**config.mk**
```make
export PLATFORM = sky130hd
export DESIGN_NAME = climate_relay_controller
export DESIGN_NICKNAME = d
export VERILOG_FILES = /design/src/sv/crc_pkg.sv /design/src/sv/crc_cfg_regs.sv /design/src/sv/crc_relay_logic.sv /design/src/sv/climate_relay_controller.sv
export SDC_FILE = /design/constraint.sdc
export NUM_CORES = 1
export LEC_CHECK = 0
export ABC_AREA = 1
export BUFFER_PORTS_ARGS = -buffer_cell sky130_fd_sc_hd__buf_2
export CAP_MARGIN = 40
export CORE_MARGIN = 1.5
export CORE_UTILIZATION = 55
export DETAILED_ROUTE_END_ITERATION = 10
export GPL_ROUTABILITY_DRIVEN = 0
export GPL_TIMING_DRIVEN = 1
export PLACE_DENSITY = 0.74
export SETUP_SLACK_MARGIN = 0.4
export SLEW_MARGIN = 0
export SYNTH_ARGS = -nofsm -noshare
export SYNTH_HDL_FRONTEND = slang
export SYNTH_SLANG_ARGS = --single-unit
```
**constraint.sdc**
```tcl
create_clock -name clk -period 7.4 [get_ports clk]
set_input_delay 0.37 -clock clk [delete_from_list [all_inputs] [get_ports clk]]
set_output_delay 0.37 -clock clk [all_outputs]
set_load 0.02 [all_outputs]
```
**src/sv/crc_pkg.sv**
```systemverilog
// crc_pkg: shared types, register codes, reset values and the hour window
// function of the climate relay controller
// no dependencies
`timescale 1ns / 1ps
`default_nettype none

package crc_pkg;

  localparam int CfgIndexWidth = 4;
  localparam int CfgDataWidth  = 10;

  localparam logic [CfgIndexWidth-1:0] REG_MODE_BITS     = 4'd0;
  localparam logic [CfgIndexWidth-1:0] REG_LIGHTS_WINDOW = 4'd1;
  localparam logic [CfgIndexWidth-1:0] REG_TEMP_WINDOW   = 4'd2;
  localparam logic [CfgIndexWidth-1:0] REG_HUMID_WINDOW  = 4'd3;
  localparam logic [CfgIndexWidth-1:0] REG_TEMP_TARGET   = 4'd4;
  localparam logic [CfgIndexWidth-1:0] REG_HUMID_TARGET  = 4'd5;
  localparam logic [CfgIndexWidth-1:0] REG_TEMP_BAND     = 4'd6;
  localparam logic [CfgIndexWidth-1:0] REG_HUMID_BAND    = 4'd7;

  localparam int MODE_TEMP_THERMO = 0;
  localparam int MODE_TEMP_COOL   = 1;
  localparam int MODE_HUMID_THERMO = 2;
  localparam int MODE_HUMID_LOWER = 3;

  localparam logic [4:0] HOURS_PER_DAY = 5'd24;

  localparam logic [5:0] TEMP_TARGET_RESET  = 6'd25;
  localparam logic [6:0] HUMID_TARGET_RESET = 7'd60;
  localparam logic [6:0] TEMP_BAND_RESET    = 7'd10;
  localparam logic [7:0] HUMID_BAND_RESET   = 8'd20;

  typedef struct packed {
    logic [4:0]         hour_now;
    logic signed [11:0] temp_reading;
    logic [9:0]         humid_reading;
    logic               sensor_fault;
  } sample_t;

  typedef struct packed {
    logic       lights_drive;
    logic       temp_drive;
    logic       humid_drive;
    logic [1:0] active_count;
    logic       any_changed;
  } status_t;

  typedef struct packed {
    logic [3:0] mode_bits;
    logic [9:0] lights_window;
    logic [9:0] temp_window;
    logic [9:0] humid_window;
    logic [5:0] temp_target;
    logic [6:0] humid_target;
    logic [6:0] temp_band;
    logic [7:0] humid_band;
  } cfg_t;

  typedef struct packed {
    logic lights;
    logic temp;
    logic humid;
  } relay_t;

  function automatic logic window_on(input logic [9:0] win, input logic [4:0] hour);
    logic [4:0] on_h;
    logic [4:0] off_h;
    logic       result;
    on_h  = win[4:0];
    off_h = win[9:5];
    if (on_h == off_h) begin
      result = 1'b0;
    end else if ((on_h == 5'd0 && off_h == HOURS_PER_DAY) ||
                 (on_h == HOURS_PER_DAY && off_h == 5'd0)) begin
      result = 1'b0;
    end else if (off_h > on_h) begin
      result = (hour >= on_h) && (hour < off_h);
    end else begin
      result = (hour >= on_h) || (hour < off_h);
    end
    return result;
  endfunction

endpackage

`default_nettype wire

```
**src/sv/crc_cfg_regs.sv**
```systemverilog
// crc_cfg_regs: configuration register file of the climate relay controller
// depends on crc_pkg
`timescale 1ns / 1ps
`default_nettype none

module crc_cfg_regs (
  input  wire logic                             clk,
  input  wire logic                             rst,
  input  wire logic                             cfg_valid,
  output      logic                             cfg_ready,
  input  wire logic [crc_pkg::CfgIndexWidth-1:0] cfg_index,
  input  wire logic [crc_pkg::CfgDataWidth-1:0]  cfg_data,
  output      crc_pkg::cfg_t                    cfg
);

  crc_pkg::cfg_t regs;

  assign cfg_ready = 1'b1;
  assign cfg       = regs;

  always_ff @(posedge clk) begin
    if (rst) begin
      regs.mode_bits     <= '0;
      regs.lights_window <= '0;
      regs.temp_window   <= '0;
      regs.humid_window  <= '0;
      regs.temp_target   <= crc_pkg::TEMP_TARGET_RESET;
      regs.humid_target  <= crc_pkg::HUMID_TARGET_RESET;
      regs.temp_band     <= crc_pkg::TEMP_BAND_RESET;
      regs.humid_band    <= crc_pkg::HUMID_BAND_RESET;
    end else if (cfg_valid && cfg_ready) begin
      unique case (cfg_index)
        crc_pkg::REG_MODE_BITS:     regs.mode_bits     <= cfg_data[3:0];
        crc_pkg::REG_LIGHTS_WINDOW: regs.lights_window <= cfg_data[9:0];
        crc_pkg::REG_TEMP_WINDOW:   regs.temp_window   <= cfg_data[9:0];
        crc_pkg::REG_HUMID_WINDOW:  regs.humid_window  <= cfg_data[9:0];
        crc_pkg::REG_TEMP_TARGET:   regs.temp_target   <= cfg_data[5:0];
        crc_pkg::REG_HUMID_TARGET:  regs.humid_target  <= cfg_data[6:0];
        crc_pkg::REG_TEMP_BAND:     regs.temp_band     <= cfg_data[6:0];
        crc_pkg::REG_HUMID_BAND:    regs.humid_band    <= cfg_data[7:0];
        default: ;
      endcase
    end
  end

endmodule

`default_nettype wire

```
**src/sv/crc_relay_logic.sv**
```systemverilog
// crc_relay_logic: next relay states and result beat for one sample
// depends on crc_pkg (types, window_on)
`timescale 1ns / 1ps
`default_nettype none

module crc_relay_logic (
  input  wire crc_pkg::cfg_t    cfg,
  input  wire crc_pkg::sample_t sample,
  input  wire crc_pkg::relay_t  cur,
  output      crc_pkg::relay_t  nxt,
  output      crc_pkg::status_t status
);

  logic signed [12:0] temp_val;
  logic signed [12:0] humid_val;
  logic signed [12:0] temp_set;
  logic signed [12:0] humid_set;
  logic signed [12:0] temp_band;
  logic signed [12:0] humid_band;
  logic               t_on;
  logic               t_off;
  logic               h_on;
  logic               h_off;
  logic               t_hyst;
  logic               h_hyst;

  // setpoints times ten as shift and add
  always_comb begin
    temp_val   = 13'(sample.temp_reading);
    humid_val  = $signed({3'b000, sample.humid_reading});
    temp_set   = $signed({4'b0000, cfg.temp_target, 3'b000}) +
                 $signed({6'b000000, cfg.temp_target, 1'b0});
    humid_set  = $signed({3'b000, cfg.humid_target, 3'b000}) +
                 $signed({5'b00000, cfg.humid_target, 1'b0});
    temp_band  = $signed({6'b000000, cfg.temp_band});
    humid_band = $signed({5'b00000, cfg.humid_band});

    if (cfg.mode_bits[crc_pkg::MODE_TEMP_COOL]) begin
      t_on  = temp_val > temp_set;
      t_off = temp_val <= (temp_set - temp_band);
    end else begin
      t_on  = temp_val < temp_set;
      t_off = temp_val >= (temp_set + temp_band);
    end

    if (cfg.mode_bits[crc_pkg::MODE_HUMID_LOWER]) begin
      h_on  = humid_val > (humid_set + humid_band);
      h_off = humid_val < (humid_set - humid_band);
    end else begin
      h_on  = humid_val < humid_set;
      h_off = humid_val > (humid_set + humid_band);
    end

    // turn-on first, then turn-off wins
    t_hyst = (cur.temp || t_on) && !t_off;
    h_hyst = (cur.humid || h_on) && !h_off;

    nxt.lights = crc_pkg::window_on(cfg.lights_window, sample.hour_now);

    if (cfg.mode_bits[crc_pkg::MODE_TEMP_THERMO]) begin
      nxt.temp = t_hyst && !sample.sensor_fault;
    end else begin
      nxt.temp = crc_pkg::window_on(cfg.temp_window, sample.hour_now);
    end

    if (cfg.mode_bits[crc_pkg::MODE_HUMID_THERMO]) begin
      nxt.humid = h_hyst;
    end else begin
      nxt.humid = crc_pkg::window_on(cfg.humid_window, sample.hour_now);
    end

    status.lights_drive = nxt.lights;
    status.temp_drive   = nxt.temp;
    status.humid_drive  = nxt.humid;
    status.active_count = {1'b0, nxt.lights} + {1'b0, nxt.temp} + {1'b0, nxt.humid};
    status.any_changed  = nxt != cur;
  end

endmodule

`default_nettype wire

```
**src/sv/climate_relay_controller.sv**
```systemverilog
// climate_relay_controller: top level, input register, relay state and
// result register around one combinational pass
// depends on crc_pkg, crc_cfg_regs, crc_relay_logic
//
//   channel  | handshake                   | payload
//   ---------+-----------------------------+----------------------------
//   sample   | sample_valid / sample_stall | crc_pkg::sample_t
//   status   | status_valid / status_stall | crc_pkg::status_t
//   cfg      | cfg_valid / cfg_ready       | cfg_index, cfg_data
//
// one sample beat per cycle sustained while status is not stalled; a beat taken into
// the input register passes to the result register once that is free, then shows on status
// relay states update as the result register loads, so back-to-back samples
// see the state left by the one before
// rst clears relays, valids and configuration to their reset values
// a stalled status beat holds; sample_stall rises only while both registers are full
`timescale 1ns / 1ps
`default_nettype none

module climate_relay_controller (
  input  wire logic                              clk,
  input  wire logic                              rst,
  input  wire logic                              sample_valid,
  output      logic                              sample_stall,
  input  wire crc_pkg::sample_t                  sample,
  output      logic                              status_valid,
  input  wire logic                              status_stall,
  output      crc_pkg::status_t                  status,
  input  wire logic                              cfg_valid,
  output      logic                              cfg_ready,
  input  wire logic [crc_pkg::CfgIndexWidth-1:0] cfg_index,
  input  wire logic [crc_pkg::CfgDataWidth-1:0]  cfg_data
);

  crc_pkg::cfg_t    cfg;
  crc_pkg::sample_t hold;
  logic             hold_valid;
  crc_pkg::relay_t  relay;
  crc_pkg::relay_t  relay_next;
  crc_pkg::status_t status_next;
  logic             out_free;
  logic             advance;
  logic             take;

  crc_cfg_regs u_cfg (
    .clk       (clk),
    .rst       (rst),
    .cfg_valid (cfg_valid),
    .cfg_ready (cfg_ready),
    .cfg_index (cfg_index),
    .cfg_data  (cfg_data),
    .cfg       (cfg)
  );

  crc_relay_logic u_logic (
    .cfg    (cfg),
    .sample (hold),
    .cur    (relay),
    .nxt    (relay_next),
    .status (status_next)
  );

  assign out_free     = !status_valid || !status_stall;
  assign advance      = hold_valid && out_free;
  assign sample_stall = hold_valid && !out_free;
  assign take         = sample_valid && !sample_stall;

  always_ff @(posedge clk) begin
    if (rst) begin
      hold_valid   <= 1'b0;
      status_valid <= 1'b0;
      relay        <= '0;
    end else begin
      if (take) begin
        hold_valid <= 1'b1;
      end else if (advance) begin
        hold_valid <= 1'b0;
      end
      if (advance) begin
        status_valid <= 1'b1;
        relay        <= relay_next;
      end else if (!status_stall) begin
        status_valid <= 1'b0;
      end
    end
  end

  always_ff @(posedge clk) begin
    if (take) begin
      hold <= sample;
    end
    if (advance) begin
      status <= status_next;
    end
  end

  a_count_matches: assert property (@(posedge clk) disable iff (rst)
    status_valid |-> status.active_count ==
      2'($countones({status.lights_drive, status.temp_drive, status.humid_drive})))
    else $error("active_count disagrees with relay drives");

  a_changed_flag: assert property (@(posedge clk) disable iff (rst)
    advance |=> status.any_changed == (relay != $past(relay)))
    else $error("any_changed disagrees with relay state update");

  a_fault_forces_off: assert property (@(posedge clk) disable iff (rst)
    advance && hold.sensor_fault && cfg.mode_bits[crc_pkg::MODE_TEMP_THERMO]
      |=> !status.temp_drive && !relay.temp)
    else $error("sensor fault did not force temperature relay off");

  a_hold_kept: assert property (@(posedge clk) disable iff (rst)
    hold_valid && !advance |=> hold_valid && $stable(hold))
    else $error("waiting sample lost from input register");

  a_relay_tracks_out: assert property (@(posedge clk) disable iff (rst)
    status_valid |-> relay == {status.lights_drive, status.temp_drive, status.humid_drive})
    else $error("relay state and last status beat disagree");

endmodule

`default_nettype wire

```
==> impl_metrics.json, run 1 <==
{
  "status": "finished clean",
  "cts_made_buffers": 9,
  "start_util": 0.5636,
  "synth.cell_area_um2": 7824,
  "rsz0062_at_grt": "false",
  "tns_ns": 0,
  "cp.required_ns": 7.52,
  "grt_pass1_wl_mm": 30.38,
  "clk_latency_ns": 0.36,
  "ys.flop_type": "dfxtp_1",
  "period_share": 0.6445,
  "vias_per_cell": 5.452,
  "globalRouteMet2Util": 0.4389,
  "synth_warnings": 0,
  "numPortBuffers": 54,
  "p_per_area_nw_per_um2": 172.9,
  "fin_nets": 1246,
  "power_leakage_nw": 4.068,
  "ys_seq_elements": 101,
  "die_w_um": 122.3,
  "wl_per_cell_um": 15.04,
  "io_pins": 56,
  "die_area_um2": 14950,
  "rr_endpoint": "status[1]",
  "cts-root-buf": "clkbuf_16",
  "area_delta_synth_final_pct": 9.771,
  "setup_viol_count_final": 0,
  "start_kind": "flip-flop",
  "min_from": "sample[16]",
  "cts.sinks": 101,
  "power_frac_clock": 0.336,
  "p_comb_frac": 0.247,
  "utilization": 0.6187,
  "clock_path_buffers": 2,
  "ctsResizeCount": 0,
  "fmax_mhz": 209.7,
  "intPower_mw": 1.005,
  "drc_errors": 0,
  "cts_tree": "done",
  "ys_seq_area_frac": 0.3019,
  "netlist.area_leader.share": 0.2143,
  "grt_max_degree": 50,
  "max_slew_margin": 0.5186,
  "hold_buffers": 0,
  "vias": 6777,
  "grt_pass1_vias": 6344,
  "placed_area_um2": 8282,
  "r2r.worst_path.cells": 23,
  "async_flop_share": 0,
  "htree_levels": 3,
  "critPathMaxFanout": 5,
  "finalMaxSlewViolations": 0,
  "skew_ns": 0.01124,
  "diodes": 0,
  "antenna_found_initial": 0,
  "grt_overflow": 0,
  "fin_crit_ns": 4.770,
  "path_clk_slew_ns": 0.08,
  "synth.avg_cell_area_um2": 7.785,
  "drt_iter0_markers": 456,
  "place_hpwl_mm": 14.61,
  "worst_slew_pin_slew_ns": 0.7199,
  "ant_nets": 0,
  "finish.instance_area_um2": 8588,
  "top_usage_layer": "met2",
  "wirelength_mm": 18.69,
  "hold_path.class": "in -> reg",
  "path_class": "reg -> reg",
  "coreArea_um2": 13880,
  "synth_area_leaders": "ha_1, dfxtp_1, edfxtp_1",
  "synth.largest_area_cell": "ha_1",
  "r2r-start": "u_cfg.cfg[22]",
  "yosysUniqueCellTypes": 45,
  "swShare": 0.3231,
  "maxCapViolations": 0,
  "end_kind": "flip-flop",
  "grt_usage": 0.2600,
  "use_met3": 0.04786,
  "syn_inst": 1005,
  "synth-edff-count": 34,
  "startpoint": "u_cfg.cfg[22]",
  "cts_setup_buffers": 0,
  "worstHoldPathCells": 1,
  "synth_common_cells": "inv_1, nand2_1, ha_1",
  "use_met1": 0.3416,
  "peakVddDrop_uv": 138.4,
  "hold-path-endpoint": "hold[16]",
  "layout-drive-gt1-share": 0.08749,
  "die_height_um": 122.3,
  "power.share.sequential": 0.417,
  "cp.arrival_ns": 4.89,
  "drtPass1Iterations": 5,
  "synth.most_common_cell": "inv_1",
  "p_sw_uw": 479.7,
  "hold_viol_final": 0,
  "rows": 43,
  "worst-r2r-setup-slack_ns": 2.63
}
-- worst max-delay path: stages, from the launching register on --
cell,delay (ns)
dfxtp_1,0.36
ha_1,0.25
fa_1,0.41
xor2_1,0.21
ha_1,0.37
inv_1,0.11
o21ai_0,0.28
inv_1,0.06
o21ai_0,0.32
xor2_1,0.12
ha_1,0.30
nand2_1,0.05
inv_1,0.07
nand3_1,0.08
nor3_1,0.14
o21ai_0,0.12
nand3_1,0.09
o2111ai_1,0.09
a21oi_1,0.20
nand2_1,0.15
nand2_2,0.12
inv_1,0.07
fa_1,0.53
inv_1,0.03
-- flip-flops by register name, indices dropped and copies added (netlist names) --
signal,flops
u_cfg.cfg,62
hold,28
status,6
relay,3
hold_valid,1
status_valid,1
-- metrics by stage --
stage	power [mW]	setup WS [ns]	cells	hold slack, ns
CTS	1.490	2.657	1243	0.1672
floorplan	0.8946	3.111	1006	0.4372
detailed placement	0.9946	2.681	1227	0.4695
finish	1.484	2.630	1243	0.1727
global route	1.564	2.202	1243	0.1616
global placement	0.9846	2.804	1226	0.4677
-- cell type report --
| type | count | area, um2 |
|---|---|---|
| clock buffer | 12 | 267.8 |
| fill | 1296 | 5293 |
| clock inverter | 4 | 38.79 |
| tap | 180 | 225.2 |
| multi-input combinational | 726 | 4781 |
| inverter | 164 | 615.6 |
| timing repair buffer | 56 | 297.8 |
| sequential | 101 | 2362 |
-- worst max path at each step --
stage	end	slack [ns]	cells after the start
after global placement	status[1]	2.80	23
after floorplan	status[1]	3.11	27
after CTS	status[1]	2.66	23
final	status[1]	2.63	23
after global routing	status[1]	2.20	23
after detailed placement	status[1]	2.68	23
-- logic make-up (layout without fill, tap and decap cells) --
group           count (synthesis)  after routing  synth area share
simple gates                  312            312            0.1743
other cells                     1              2         0.0004793
xor+xnor                       31             31           0.03470
flops                         101            101            0.3019
fa+ha+maj                     141            141            0.2322
buf+inv                       179            236           0.08748
compound gates                240            240            0.1689
-- placed cells by master (no fill, tap or decap), types with 3 or more instances in the layout --
| cell type | count |
|---|---|
| nor3_1 | 12 |
| fa_1 | 7 |
| nand3_2 | 4 |
| ha_1 | 134 |
| nand2_2 | 7 |
| o31ai_1 | 8 |
| a21oi_1 | 117 |
| o21bai_1 | 4 |
| a21o_1 | 3 |
| edfxtp_1 | 34 |
| nand2_1 | 156 |
| inv_2 | 5 |
| nor4_1 | 3 |
| buf_2 | 54 |
| xor2_1 | 30 |
| inv_1 | 158 |
| nor2_1 | 63 |
| o21a_1 | 8 |
| clkbuf_16 | 10 |
| nand4_1 | 19 |
| o21ai_0 | 77 |
| o211ai_1 | 10 |
| dfxtp_1 | 67 |
| nand3_1 | 40 |
-- per-layer routing --
| metal | vias to the layer above | part of all wire |
|---|---|---|
| met5 | - | 0 |
| li1 | 3509 | - |
| met2 | 121 | 0.47 |
| met3 | 22 | 0.038 |
| met4 | 0 | 0.021 |
| met1 | 3125 | 0.47 |
-- power groups by stage --
stage	combinational, mW	sequential [mW]	clock (mW)
detailed placement	0.363	0.631	0
floorplan	0.266	0.629	0
CTS	0.366	0.619	0.505
global placement	0.353	0.631	0
finish	0.367	0.619	0.498
global route	0.421	0.621	0.522
Power figures use the tool's default switching activity.
==> run 2: changes to the inputs <==
--- a/config.mk
+++ b/config.mk
@@ -5,7 +5,7 @@
 export SDC_FILE = /design/constraint.sdc
 export NUM_CORES = 1
 export LEC_CHECK = 0
-export ABC_AREA = 1
+export ABC_AREA = 0
 export BUFFER_PORTS_ARGS = -buffer_cell sky130_fd_sc_hd__buf_2
 export CAP_MARGIN = 40
 export CORE_MARGIN = 1.5
@@ -13,7 +13,7 @@
 export DETAILED_ROUTE_END_ITERATION = 10
 export GPL_ROUTABILITY_DRIVEN = 0
 export GPL_TIMING_DRIVEN = 1
-export PLACE_DENSITY = 0.74
+export PLACE_DENSITY = 0.77
 export SETUP_SLACK_MARGIN = 0.4
 export SLEW_MARGIN = 0
 export SYNTH_ARGS = -nofsm -noshare
==> constraint.sdc (replaced) <==
create_clock -name clk -period 4.1 [get_ports clk]
set_input_delay 0.205 -clock clk [delete_from_list [all_inputs] [get_ports clk]]
set_output_delay 0.205 -clock clk [all_outputs]
set_load 0.02 [all_outputs]
==> run 2 against run 1 <==
Compared with the run above: the run now ends with setup timing left; routed wire length grew 8.2%; synthesized area increased by 1.1%; register-to-register slack worse by 2.9 ns; sequential share of layout area decreased by 3.3 points; first-iteration DRC count shrank 21%; worst hold slack lost 0.16 ns.
==> impl_metrics.json, run 2 <==
{
  "numPortBuffers": 54,
  "worst_slew_pin_slew_ns": 0.7098,
  "area_delta_synth_final_pct": 24.01,
  "slowest_stage": "fa_1",
  "vias": 6797,
  "period_share": 1.062,
  "drt_iter0_markers": 362,
  "path_clk_slew_ns": 0.08,
  "cts_made_buffers": 9,
  "cp.arrival_ns": 4.48,
  "fin_crit_ns": 4.353,
  "power_leakage_nw": 4.517,
  "grt_max_degree": 68,
  "skew_ns": 0.006949,
  "rows": 43,
  "start_util": 0.5677,
  "synth_area_leaders": "ha_1, dfxtp_1, edfxtp_1",
  "synth-edff-count": 34,
  "coreArea_um2": 13930,
  "synth.avg_cell_area_um2": 9.145,
  "die_height_um": 122.9,
  "synth_common_cells": "ha_1, nor2_1, inv_1",
  "cts.sinks": 101,
  "synth.most_common_cell": "ha_1",
  "ys.flop_type": "dfxtp_1",
  "maxCapViolations": 0,
  "netlist.area_leader.share": 0.2120,
  "utilization": 0.7040,
  "clock_path_buffers": 2,
  "io_pins": 56,
  "power_mw": 2.727,
  "ys_seq_elements": 101,
  "startpoint": "u_cfg.cfg[15]",
  "instances_no_fill": 1194,
  "final_cell_mix": "ha_1, nor2_1, buf_4",
  "die_area_um2": 15110,
  "largest_reg_flops": 62,
  "place_hpwl_mm": 14.90,
  "yosysUniqueCellTypes": 70,
  "final_common_cell": "ha_1",
  "cp.required_ns": 4.23,
  "placed_cells": 1161,
  "violations": "setup timing",
  "critPathMaxFanout": 3,
  "wirelength_mm": 20.22,
  "p_per_area_nw_per_um2": 278.0,
  "diodes": 0,
  "clk_latency_ns": 0.36,
  "fin_nets": 1197,
  "async_flop_share": 0,
  "fmax_mhz": 229.7,
  "grt_pass1_wl_mm": 32.30,
  "synth.largest_area_cell": "ha_1",
  "setup_viol_count_final": 3,
  "ys_seq_area_frac": 0.2986,
  "cts_tree": "done",
  "die_w_um": 122.9,
  "antenna_found_initial": 0,
  "drc_errors": 0,
  "max_slew_margin": 0.5254,
  "rsz0062_at_grt": "true",
  "peakVddDrop_uv": 221.4,
  "grt_overflow": 0,
  "vias_per_cell": 5.693,
  "hold_path.class": "in -> reg",
  "grt_usage": 0.2780,
  "postLayoutSetupSlackWorst_ns": -0.2527,
  "end_kind": "flip-flop",
  "status": "complete, but fails checks",
  "synth_warnings": 0,
  "ant_nets": 0,
  "hold_viol_final": 0,
  "finalMaxSlewViolations": 0,
  "hold_slack_ns": 0.01074,
  "htree_levels": 3,
  "start_kind": "flip-flop",
  "layout-drive-gt1-share": 0.2416,
  "path_cells": "ha_4 > fa_2 > a21o_1 > a21oi_2 > xnor2_2 > ha_4 > buf_6 > o21ai_4 > nand2b_1 > o21ai_2 > xnor2_1 > ha_1 > o211ai_1 > nor3_1 > o21ai_1 > a21oi_2 > o211ai_1 > and3_4 > o31a_1 > fa_1 > inv_1",
  "max_stage_delay_ns": 0.48,
  "r2r-start": "u_cfg.cfg[15]",
  "wl_per_cell_um": 16.94,
  "grt_pass1_vias": 6821,
  "min_from": "sample[8]",
  "drtPass1Iterations": 4,
  "path_class": "reg -> reg",
  "syn_inst": 865,
  "synth.cell_area_um2": 7910,
  "dp_slack_ns": -0.4231,
  "cts-root-buf": "clkbuf_16"
}
[run 2: final timing paths]
kind,to,slack [ns],cells past startpoint
worst max-delay path,status[1],-0.25,21
worst min-delay path,hold[8],0.01,1
worst max register to register,status[1],-0.25,21
worst min register to register,status_valid,0.49,2
[run 2: worst max-delay path: cells and delay by family, from the launching register on]
| kind | cells | cell delay, ns |
|---|---|---|
| xor+xnor | 2 | 0.28 |
| compound gates | 9 | 1.29 |
| simple gates | 3 | 0.44 |
| fa+ha+maj | 5 | 1.60 |
| flops | 1 | 0.36 |
| buf+inv | 2 | 0.14 |
[run 2: cell type report]
| type | count | area (um2) |
|---|---|---|
| multi-input combinational | 653 | 5508 |
| clock inverter | 6 | 80.08 |
| timing repair buffer | 154 | 1047 |
| tap | 180 | 225.2 |
| inverter | 90 | 337.8 |
| sequential | 101 | 2372 |
| clock buffer | 10 | 239.0 |
| fill | 1059 | 4125 |
[run 2: through the flow]
step           area (um2)  setup TNS, ns
2_1_floorplan        8023        -0.1593
3_3_place_gp         9020        -0.4326
3_5_place_dp         9027        -0.8667
4_1_cts              9736        -0.2204
5_1_grt              9809         -1.590
6_report             9809        -0.4483
[run 2: routing by layer]
layer	wire, um	part of all wire	vias to the layer above	track usage
met5	0	0	-	0
met4	591	0.029	0	0.09593
met3	926	0.046	45	0.04520
met2	10020	0.50	149	0.4990
met1	8680	0.43	3244	0.3358
li1	-	-	3359	-
[run 2: report_power, final]
part / leakage, nW / internal [mW] / total [mW] / switching [mW]
combinational: 3.49 / 0.336 / 0.703 / 0.367
sequential: 0.873 / 1.07 / 1.10 / 0.0344
clock: 0.152 / 0.501 / 0.921 / 0.420
[run 2: timing repair]
| item | CTS | global route |
|---|---|---|
| setup buffers | 14 | 3 |
| resized for setup | 57 | 13 |
| endpoints found under the hold margin | 0 | 0 |
| endpoints found under the setup margin | 7 | 7 |
| hold buffers | 0 | 0 |
| pin swaps | 42 | 11 |
[run 2: cell families after synthesis]
group                    count (synthesis)  share of synthesized area
XOR/XNOR                                36                    0.04255
multiplexers                            51                    0.06454
AO/OA/AOI/OAI                          188                     0.1613
adder cells (fa/ha/maj)                144                     0.2336
buffers and inverters                  112                    0.05473
other                                    1                  0.0004741
flip-flops                             101                     0.2986
AND/OR/NAND/NOR                        232                     0.1441
==> run 3: changes to the inputs <==
--- a/config.mk
+++ b/config.mk
@@ -6,14 +6,14 @@
 export NUM_CORES = 1
 export LEC_CHECK = 0
 export ABC_AREA = 0
-export BUFFER_PORTS_ARGS = -buffer_cell sky130_fd_sc_hd__buf_2
 export CAP_MARGIN = 40
 export CORE_MARGIN = 1.5
 export CORE_UTILIZATION = 55
 export DETAILED_ROUTE_END_ITERATION = 10
+export DONT_BUFFER_PORTS = 1
 export GPL_ROUTABILITY_DRIVEN = 0
 export GPL_TIMING_DRIVEN = 1
-export PLACE_DENSITY = 0.77
+export PLACE_DENSITY = 0.73
 export SETUP_SLACK_MARGIN = 0.4
 export SLEW_MARGIN = 0
 export SYNTH_ARGS = -nofsm -noshare
==> run 3 against run 2 <==
Compared with the run above: the flow still finishes with violations (setup timing); die area unchanged; combinational power rose by 4.7%; sequential share of layout area shrank 0.50 points; clock power is 4.1% higher; via count grew 6.0%; final cell count shrank 0.92%; clock-buffer cell count is the same; worst hold slack worse by 0.0079 ns; cell area increased by 2.3%; critical endpoint unchanged; largest cell class unchanged; largest power group unchanged.
==> impl_metrics.json, run 3 (synthesis gave the netlist of run 2 again) <==
{
  "status": "complete, but fails checks",
  "violations": "setup timing",
  "place_hpwl_mm": 15.46,
  "maxCapViolations": 0,
  "area_delta_synth_final_pct": 26.87,
  "period_share": 1.119,
  "grt_max_degree": 68,
  "final_cell_mix": "ha_1, nor2_1, buf_4",
  "crit_end": "status[1]",
  "r2r-start": "u_cfg.cfg[17]",
  "vias": 7205,
  "rr_endpoint": "status[1]",
  "rows": 43,
  "grt_pass1_wl_mm": 35.02,
  "start_util": 0.5677,
  "instances_no_fill": 1183,
  "end_kind": "flip-flop",
  "drt_iter0_markers": 456,
  "path_class": "reg -> reg",
  "grt_usage": 0.2994,
  "r2r.worst_path.cells": 20,
  "grt_overflow": 0,
  "start_kind": "flip-flop",
  "max_slew_margin": 0.4926,
  "worst_slew_pin_slew_ns": 0.7588,
  "wl_per_cell_um": 19.30,
  "fin_nets": 1186,
  "clk_latency_ns": 0.36,
  "drc_errors": 0,
  "postLayoutSetupSlackWorst_ns": -0.4859,
  "power_leakage_nw": 4.501,
  "numPortBuffers": 0,
  "hold_viol_final": 0,
  "setup_viol_count_final": 6,
  "cts-root-buf": "clkbuf_16",
  "rsz0062_at_grt": "true",
  "cts.sinks": 101,
  "drtPass1Iterations": 5,
  "fmax_mhz": 218.1,
  "ant_nets": 0,
  "die_w_um": 122.9,
  "grt_pass1_vias": 7083,
  "hold_path.class": "in -> reg",
  "finalMaxSlewViolations": 0,
  "peakVddDrop_uv": 211.4,
  "cp.required_ns": 4.22,
  "placed_cells": 1103,
  "path_clk_slew_ns": 0.07,
  "wirelength_mm": 22.84,
  "cts_tree": "done",
  "final_common_cell": "ha_1",
  "dp_slack_ns": -0.4334,
  "die_area_um2": 15110,
  "critPathMaxFanout": 4,
  "vias_per_cell": 6.090,
  "fin_crit_ns": 4.586,
  "largest_reg_flops": 62,
  "clock_path_buffers": 2,
  "worst-r2r-setup-slack_ns": -0.49,
  "skew_ns": 0.008285,
  "coreArea_um2": 13930,
  "io_pins": 56,
  "layout-drive-gt1-share": 0.2004,
  "antenna_found_initial": 0,
  "cts_made_buffers": 9,
  "startpoint": "u_cfg.cfg[17]",
  "htree_levels": 3,
  "p_per_area_nw_per_um2": 279.3,
  "die_height_um": 122.9,
  "cp.arrival_ns": 4.71,
  "diodes": 0
}
run 3: changes by cell type in the layout (fill, tap and decap cells not counted), sizes merged:
| cell | delta |
|---|---|
| buf | -52 |
| dlygate4sd3 | +41 |
| bufinv | +1 |
| clkinv | -1 |
| clkinvlp | -1 |
| inv | +1 |
run 3: area by class of cell:
class / instances / area (um2)
clock inverters: 6 / 93.84
well taps: 180 / 225.2
multi-input cells: 653 / 5523
repair buffers: 143 / 1250
fillers: 966 / 3899
inverters: 90 / 337.8
clock buffers: 10 / 229.0
flip-flops and latches: 101 / 2377
run 3: stage by stage:
stage	setup TNS (ns)	cell area [um2]	hold WS, ns	total power, mW	util
floorplan	-0.1593	8023	0.3039	1.512	-
global placement	-0.4353	8710	0.2810	1.642	0.6250
detailed placement	-0.7795	8752	0.2835	1.673	0.6281
CTS	-0.3148	9782	0.0005571	2.715	0.7020
global route	-2.300	10040	0.009239	2.902	0.7202
finish	-1.326	10040	0.002862	2.803	0.7202
run 3: worst max-delay path, cell delays in order (launching register included):
cell	delay, ns
dfxtp_4	0.36
ha_4	0.16
fa_2	0.37
a21o_1	0.22
a21oi_2	0.24
xnor2_2	0.21
ha_4	0.29
buf_6	0.14
buf_6	0.11
buf_6	0.11
xnor2_2	0.13
ha_1	0.33
nand2_1	0.08
o21ai_1	0.17
a221oi_2	0.09
a211oi_2	0.20
o21ai_1	0.12
mux2i_1	0.13
o31a_1	0.33
fa_1	0.50
inv_1	0.04
run 3: timing repair:
item,4_1_cts,5_1_grt
pin swaps,28,21
setup buffers,11,11
hold buffers,42,0
setup endpoints to repair,7,7
endpoints found under the hold margin,95,0
resized for setup,44,39
run 3: per-layer routing:
layer	GRT usage	share of wire
met1	0.3610	0.41
met2	0.5309	0.50
met3	0.05627	0.059
met4	0.1061	0.037
met5	0	0
run 3: how the worst min path moves through the flow:
| stage | slack, ns | cells after the start | start | to |
|---|---|---|---|---|
| 4_1_cts | 0.0006 | 2 | cfg_data[5] | u_cfg.cfg[43] |
| 2_1_floorplan | 0.30 | 0 | sample[0] | hold[0] |
| 3_3_place_gp | 0.28 | 1 | rst | relay[0] |
| 3_5_place_dp | 0.28 | 1 | rst | u_cfg.cfg[50] |
| 5_1_grt | 0.009 | 2 | cfg_data[5] | u_cfg.cfg[5] |
| 6_report | 0.003 | 2 | cfg_data[9] | u_cfg.cfg[57] |
run 3: report_power, final:
group	leakage, nW	internal [mW]	switching, mW	total (mW)
clock	0.159	0.544	0.415	0.959
combinational	3.47	0.363	0.373	0.736
sequential	0.874	1.07	0.0398	1.11
total	4.50	1.98	0.828	2.80
